$ cat config.mk
export PLATFORM = sky130hd
export DESIGN_NAME = fcn_ram
export DESIGN_NICKNAME = d
export VERILOG_FILES = /design/src/fcn_ram.sv
export SDC_FILE = /design/constraint.sdc
export NUM_CORES = 1
export LEC_CHECK = 0
export ABC_AREA = 1
export ABC_CLOCK_PERIOD_IN_PS = 2000
export CAP_MARGIN = 10
export CORE_UTILIZATION = 63
export CTS_BUF_LIST = sky130_fd_sc_hd__clkbuf_4 sky130_fd_sc_hd__clkbuf_8 sky130_fd_sc_hd__clkbuf_16
export CTS_CLUSTER_SIZE = 20
export DETAILED_ROUTE_END_ITERATION = 10
export DONT_BUFFER_PORTS = 1
export PLACE_DENSITY = 0.79
export SETUP_SLACK_MARGIN = 0.4
export SKIP_LAST_GASP = 1
export SYNTH_ARGS = -nofsm -noshare
export SYNTH_HDL_FRONTEND = slang
export SYNTH_SLANG_ARGS = --single-unit
$ cat constraint.sdc
create_clock -name clk -period 2 [get_ports clk]
set_input_delay 0.1 -clock clk [delete_from_list [all_inputs] [get_ports clk]]
set_output_delay 0.1 -clock clk [all_outputs]
set_load 0.01 [all_outputs]
$ cat src/fcn_ram.sv
// generic simple dual-port ram with registered read
module fcn_ram #(
  parameter int WIDTH = 16,
  parameter int DEPTH = 16
) (
  input  logic                                  clk,
  input  logic                                  we,
  input  logic [(DEPTH > 1 ? $clog2(DEPTH) : 1)-1:0] waddr,
  input  logic [WIDTH-1:0]                      wdata,
  input  logic [(DEPTH > 1 ? $clog2(DEPTH) : 1)-1:0] raddr,
  output logic [WIDTH-1:0]                      rdata
);

  logic [WIDTH-1:0] mem [DEPTH];

  // write port and registered read port
  always_ff @(posedge clk) begin
    if (we) begin
      mem[waddr] <= wdata;
    end
    rdata <= mem[raddr];
  end

endmodule

== Yosys cells after proc, flatten, opt, wreduce, memory -nomap -nowiden ==
Memory sizes are Yosys's and may differ from the RTL's. A register that Yosys moved wholly into a read port is not among the register bits.
Index checks and enable logic that the tools add are counted.
Word-level totals
  register bits after elaboration: 0
  RAM bits: 256
  input bits: 26
  output and inout bits: 16
  word-level logic and storage cells: 3
  memories kept: 1
Memories
  mem: depth 16, bits a word 16, read ports 1, clocked after Yosys merged registers in 1, write ports 1, RTL line 14  | logic [WIDTH-1:0] mem [DEPTH];
Cells by class
  multiplexer cells: 2
Operators by type and width (number)
  1-bit 2-to-1 mux: 2

== Logic depth before layout (Yosys ltp) ==
Gate-level depths: netlist of run 1.
  depth in word-level cells: 2
  gate-level depth with buffers: 9
  depth with buffers taken out: 7

== Worst setup path before layout of run 1 ==
No wires, ideal clock.
  path type: input -> register
  start: input waddr[2] (netlist name)
  end: memory mem[10][0] (enable)
  library setup time: 0.388 ns
  arrival: 1.011 ns
  data required time: 1.612 ns
  slack: 0.600 ns
  cell stages on the path: 2
  buffers on the path: 0
  path through: nand3b_1 -> nor2_1
RTL lines
  start, declared: RTL line 8  | input logic [(DEPTH > 1 ? $clog2(DEPTH) : 1)-1:0] waddr,
  end, declared: RTL line 14
Straight into the memory's write port.

==> results of run 1 <==
layer usage:
| metal | part of all wire | vias up | wire (µm) |
|---|---|---|---|
| li1 | - | 3567 | - |
| met4 | 0.039 | 0 | 1100 |
| met1 | 0.37 | 3702 | 10400 |
| met2 | 0.48 | 462 | 13600 |
| met3 | 0.11 | 87 | 3010 |
| met5 | 0 | - | 0 |
per-stage QoR:
step	hold slack (ns)	std cells	instance area, µm²
floorplan	0.199	1074	11400
finish	0.00827	1374	13100
detailed placement	0.200	1280	11800
global placement	0.200	1280	11800
CTS	0.00431	1373	13100
global route	0.0131	1374	13100
final timing paths:
check               to  slack, ns  depth (start not counted)
max          rdata[13]       0.46                          7
min reg2reg  rdata[14]       0.67                          6
min           rdata[6]      0.008                          5
max reg2reg  rdata[13]       0.46                          7
report_power, final:
| part | internal [mW] | switching (mW) |
|---|---|---|
| logic | 0.252 | 0.481 |
| registers | 6.37 | 0.0673 |
| clock network | 2.78 | 2.06 |
| total | 9.41 | 2.61 |
tightest hold or removal path: stages:
cell and delay [ns]:
nand2_1 0.04, nand3_1 0.08, nand3_1 0.07, nand3_1 0.11, nand2_1 0.07
cell usage in the layout (no fill, tap or decap), drive strengths merged:
master,count
nand2,341
edfxtp,256
inv,197
nand3,193
dlygate4sd3,41
buf,35
clkbuf,31
nor2,17
dfxtp,16
clkinv,11
clkinvlp,5
nand3b,2
bufinv,2
diode,1
dlymetal6s4s,1
cells by family after synthesis:
logic type             Yosys count  share of synthesized area
buffers and inverters          249                     0.0921
DFF                            272                      0.704
and+or+nand+nor                553                      0.204
sequential cells by signal, indices dropped and copies added, names as in the netlist:
name,flops
mem,256
rdata,16
repair_timing:
action | in CTS | in global routing
endpoints found under the setup margin | 0 | 9
endpoints found under the hold margin | 272 | 0
hold buffers | 45 | 0
buffers inserted | 0 | 0
resized for setup | 0 | 1
layout make-up:
| type | instances | area [µm²] |
|---|---|---|
| Sequential cell | 272 | 8010 |
| Fill cell | 1104 | 4350 |
| Multi-Input combinational cell | 553 | 2360 |
| Timing Repair Buffer | 77 | 876 |
| Inverter | 198 | 744 |
| Clock buffer | 31 | 706 |
| Tap cell | 225 | 282 |
| Clock inverter | 17 | 144 |
| Antenna cell | 1 | 2.50 |
==> impl_results.md, run 1 <==
- Delay-heaviest family, CP: buffers and inverters
- PnR worst setup slack: 0.460 ns
- Total GRT Usage: 0.316
- Total power draw: between 10 and 15 mW
- Req. time, crit path: 2.41 ns
- YS warnings: 0
- CP startpoint: mem[12][13]
- Prevailing post-synth register cell: edfxtp_1
- Top cells by count, synth: 341 x nand2_1, 256 x edfxtp_1, 196 x inv_1
- WS Path Type: reg -> reg
- DR DRC count: 0
- Top-count cell post-synth: nand2_1
- Fin. Hold Viols: 0
- Min Clock Period, post-route: 1.54 ns
- RSZ-0062 raised after global routing: no
- H-tree depth: 1
- HPWL Detailed: 14,500 µm
- Vias/cell: 5.69
- Initial antenna violation count: 2
- Clk sink count: 272
- CTS tree: built
- Max-cap violation count: 0
- Clock transition at path regs: around 0.07 ns
- Grt ovf: 0
- Die footprint: 0.0186 mm²
- Placer Congestion: 0.842
- Final Max Tran Viols: 0
- Post-synth EDFFs: 256
- Vias in the first global route: between 7,000 and 8,000
- Cell taking the most area after synthesis: edfxtp_1
- Hold Startpoint: raddr[0]
- P&R area growth vs syn: 15.3%
- Crit path launch type: flop
- Hold Crit Class: in -> reg
- Slew @ Worst Pin: 0.790 ns
- Pwr dens: 916 mW/mm²
- Crit Path Max Fanout: 1
- Final period util: 0.770
- Fmax: 650 MHz
- R2r startpoint: mem[12][13]
- Seq cells post-synth: ~270
- Total Routed Length: about 28,000 µm
- Initial drt markers: approximately 850
- Pleak: 5.56 nW
- Post-place setup slack: 0.555 ns
- WP data arrival: a little under 2 ns
- Synthesized area per cell: approximately 11 µm²
- Via count: between 7,000 and 8,000
- Cell repeated most along the worst path: nand3_1
- Net Count, Synth: 1,100
- Yosys cell types: 13
- First-pass GRT wire length: 42,500 µm
- Worst path buffer plus inverter count: 2
- Row count: 48
- Dominant cells by area after synthesis: edfxtp_1 68%, nand2_1 11%, nand3_1 8.5%
- Fraction of layout cells with a size suffix above 1: 0.0854
- Slowest CP cell: dlygate4sd3_1
- Status: complete, no violations
- Chip width: 136 µm
- Starting density of the core: 0.651
- Worst Setup End Kind: flop
- M1 GR Usage: 0.409
- Layout Utilization: 0.751
- Max Clock Skew: around 0.0086 ns
- Top-area cell type share of the netlist area: 0.675
- Clock tree buffer depth: 3
- Setup violators final: 0
- Ys async rst share: 0
- M2 GR Usage: 0.520
- Syn Inst Count: 1,074
- Worst slew margin: 0.473
- Port bufs: 0
- Root Driver: clkbuf_16
- Antenna-violating nets left: 0
- Wirelength per Cell: 20.4 µm
- Mapped cell area: 0.0114 mm²
- TNS Setup: 0 ns
- Drt pass-1 iters: 5
- Met3 global-route usage: 0.0582
- Clk_lat worst skew: 0.52 ns
- Busiest grt layer: met2
- Worst vdd ir: around 0.8 mV
- Core Area: 0.0175 mm²
- Pin count of the biggest net entering global routing: 67
- Slowest stage delay, CP: roughly 0.56 ns
- Die height: 136 µm
- Num CTS Buffers: 27
- Final net count: 1,155
- I/O pin total: 42
- Critical-path cell list: inv_1 > nand2_1 > nand3_1 > nand3_1 > nand3_1 > dlygate4sd3_1 > nand2_1
- Register area share after synthesis: 0.704
No activity file was read; power rests on OpenSTA's default activity.
==> run 2, diff against run 1 <==
--- a/config.mk
+++ b/config.mk
@@ -6,14 +6,14 @@
 export NUM_CORES = 1
 export LEC_CHECK = 0
 export ABC_AREA = 1
-export ABC_CLOCK_PERIOD_IN_PS = 2000
+export ABC_CLOCK_PERIOD_IN_PS = 1340
 export CAP_MARGIN = 10
-export CORE_UTILIZATION = 63
+export CORE_UTILIZATION = 57
 export CTS_BUF_LIST = sky130_fd_sc_hd__clkbuf_4 sky130_fd_sc_hd__clkbuf_8 sky130_fd_sc_hd__clkbuf_16
 export CTS_CLUSTER_SIZE = 20
 export DETAILED_ROUTE_END_ITERATION = 10
 export DONT_BUFFER_PORTS = 1
-export PLACE_DENSITY = 0.79
+export PLACE_DENSITY = 0.75
 export SETUP_SLACK_MARGIN = 0.4
 export SKIP_LAST_GASP = 1
 export SYNTH_ARGS = -nofsm -noshare
==> constraint.sdc (replaced) <==
create_clock -name clk -period 1.34 [get_ports clk]
set_input_delay 0.067 -clock clk [delete_from_list [all_inputs] [get_ports clk]]
set_output_delay 0.067 -clock clk [all_outputs]
set_load 0.01 [all_outputs]
==> impl_results.md, run 2 (synthesis gave the netlist of run 1 again) <==
- FF/Latch Area: 0.00805 mm² (+0.47%)
- Final Max Tran Viols: 0 (unchanged)
- Drt pass-1 iters: 5 (unchanged)
- Vias in the first global route: 7,144 (-8.4%)
- H-tree depth: 1 (unchanged)
- Fin. Hold Viols: 16 (+16)
- Pwr dens: 1350 mW/mm² (+47%)
- Status: finished, violations left
- Root Driver: clkbuf_16
- Hold Crit Class: in -> reg
- WS Path Type: reg -> out
- Fmax: 1030 MHz
- Vias/cell: 5.33 (-6.2%)
- Combinational power share: 0.054 (-0.007)
- First-pass GRT wire length: 39,200 µm (-7.9%)
- Initial drt markers: 736 (-13%)
- Total Routed Length: 25,600 µm (-8.8%)
- DR DRC count: 0 (unchanged)
- Chip width: 143 µm (+5.1%)
- Failing checks: negative hold slack
- Min Clock Period, post-route: slightly below 1 ns
- I/O pin total: 42 (unchanged)
- Busiest grt layer: met2
- Via count: 7,399 (-5.4%)
- Filler Cell Count: 1,423 (+29%)
- Fraction of layout cells with a size suffix above 1: 0.126 (+0.0405)
- Core Area: 0.0195 mm² (+12%)
- Pin count of the biggest net entering global routing: 130 (+94%)
- Max-cap violation count: 0 (unchanged)
- # hold bufs at CTS: 16 (-64%)
- Pleak: 5.53 nW (-0.65%)
- Top Registers: mem x256, rdata x16
- M2 GR Usage: 0.433 (-0.0869)
- Post-place setup slack: 0.197 ns (-0.358 ns)
- Placer Congestion: 0.792 (-6.0%)
- Worst hold slack: -0.320 ns (-0.328 ns)
- Reg2Reg Setup Slack: 0.39 ns (-0.07 ns)
- Clk sink count: 272 (unchanged)
- Max reg flops: 256 (unchanged)
- Die footprint: 0.0205 mm² (+10%)
- RSZ-0062 raised after global routing: yes
- Sequential Power Share: 0.541 (+0.005)
- P&R area growth vs syn: 15.8%
- PnR worst setup slack: 0.368 ns (-0.0924 ns)
- TNS Setup: 0 ns (unchanged)
- Grt ovf: 0 (unchanged)
- Final net count: 1,124 (-2.7%)
- Clock transition at path regs: 0.06 ns (about the same)
- Total GRT Usage: 0.257 (-0.0585)
- WP data arrival: 0.90 ns (-1.05 ns)
- HPWL Detailed: 13,700 µm (-5.8%)
- Num CTS Buffers: 28 (+3.7%)
- CTS tree: built
- NetSw: 3.78 mW (+45%)
- Crit Path Max Fanout: 1 (unchanged)
- Starting density of the core: 0.583 (-0.0683)
- Max Clock Skew: 0.00869 ns (+0.0000579 ns)
- Worst Setup End Kind: output pin
- Int Pwr: 14.0 mW (+49%)
- Die height: 143 µm (+5.1%)
- Slew @ Worst Pin: 0.626 ns (-0.164 ns)
- Wirelength per Cell: 18.4 µm (-9.7%)
- Port bufs: 0 (unchanged)
- Antenna-violating nets left: 0 (unchanged)
- Most frequent cells in the layout: 335 x nand2_1, 256 x edfxtp_1, 194 x inv_1
- Clk pwr share: 0.405 (+0.002)
- Worst vdd ir: 1.10 mV (+33%)
- Multi-input gate area: 0.00260 mm² (+9.9%)
- Clk_lat worst skew: 0.53 ns (about the same)
- Clock tree buffer depth: 3 (unchanged)
- Row count: 51 (+6.3%)
- M1 GR Usage: 0.350 (-0.0592)
- Setup violators final: 0 (unchanged)
- Commonest non-fill, non-tap cell in the layout: nand2_1
- Top reg by flops: mem
- Crit path launch type: flop
- Met3 global-route usage: 0.0427 (-0.0155)
- Req. time, crit path: 1.27 ns (-1.14 ns)
- Final period util: 0.725
- Worst slew margin: 0.582 (+0.108)
- Sw frac: 0.213 (-0.00448)
- Initial antenna violation count: 2 (unchanged)
==> run 2: cell count changes in the layout (fill, tap and decap cells not counted), sizes merged <==
cell / change
bufinv: -2
buf: -6
dlymetal6s4s: -1
clkinv: +3
inv: +1
clkbuf: +6
clkinvlp: -4
dlygate4sd3: -25
diode: +1
==> run 2: worst paths after layout <==
kind	start	to	depth (start not counted)
setup reg to reg	mem[10][12]	rdata[12]	6
hold reg to reg	mem[10][10]	rdata[10]	6
setup / recovery	rdata[5]	rdata[5]	0
hold / removal	raddr[3]	rdata[12]	2
==> run 2: power groups by stage <==
stage / clock network [mW] / registers, mW / logic, mW
after floorplan: 0 / 9.76 / 0.676
after global placement: 0 / 9.79 / 0.763
after detailed placement: 0 / 9.80 / 0.782
after CTS: 7.27 / 9.63 / 0.943
final: 7.19 / 9.62 / 0.962
after global routing: 7.56 / 9.64 / 1.06
==> run 2: what timing repair did <==
action                                  in CTS  in global routing
endpoints found under the setup margin      19                 31
buffers inserted                             0                  0
resized for setup                           34                 15
pin swaps                                    5                 17
endpoints found under the hold margin      272                 16
==> run 2: cell type report <==
| cell class | count | share of cell area |
|---|---|---|
| Clock buffer | 37 | 0.0601 |
| Sequential cell | 272 | 0.610 |
| Antenna cell | 2 | 0.000380 |
| Clock inverter | 15 | 0.00551 |
| Timing Repair Buffer | 45 | 0.0448 |
| Multi-Input combinational cell | 553 | 0.197 |
| Tap cell | 265 | 0.0252 |
| Inverter | 198 | 0.0565 |
==> run 2: routing by layer <==
metal,up-vias,part of all wire
li1,3514,-
met1,3528,0.41
met2,310,0.49
met3,47,0.079
met4,0,0.021
met5,-,0
==> run 2: per-stage QoR <==
step | area (µm²) | util | cells | total power [mW]
2_1_floorplan | 11500 | - | 1074 | 10.4
3_3_place_gp | 12000 | 0.614 | 1317 | 10.6
3_5_place_dp | 12000 | 0.614 | 1317 | 10.6
4_1_cts | 13100 | 0.671 | 1385 | 17.8
5_1_grt | 13200 | 0.675 | 1387 | 18.3
6_report | 13200 | 0.675 | 1387 | 17.8
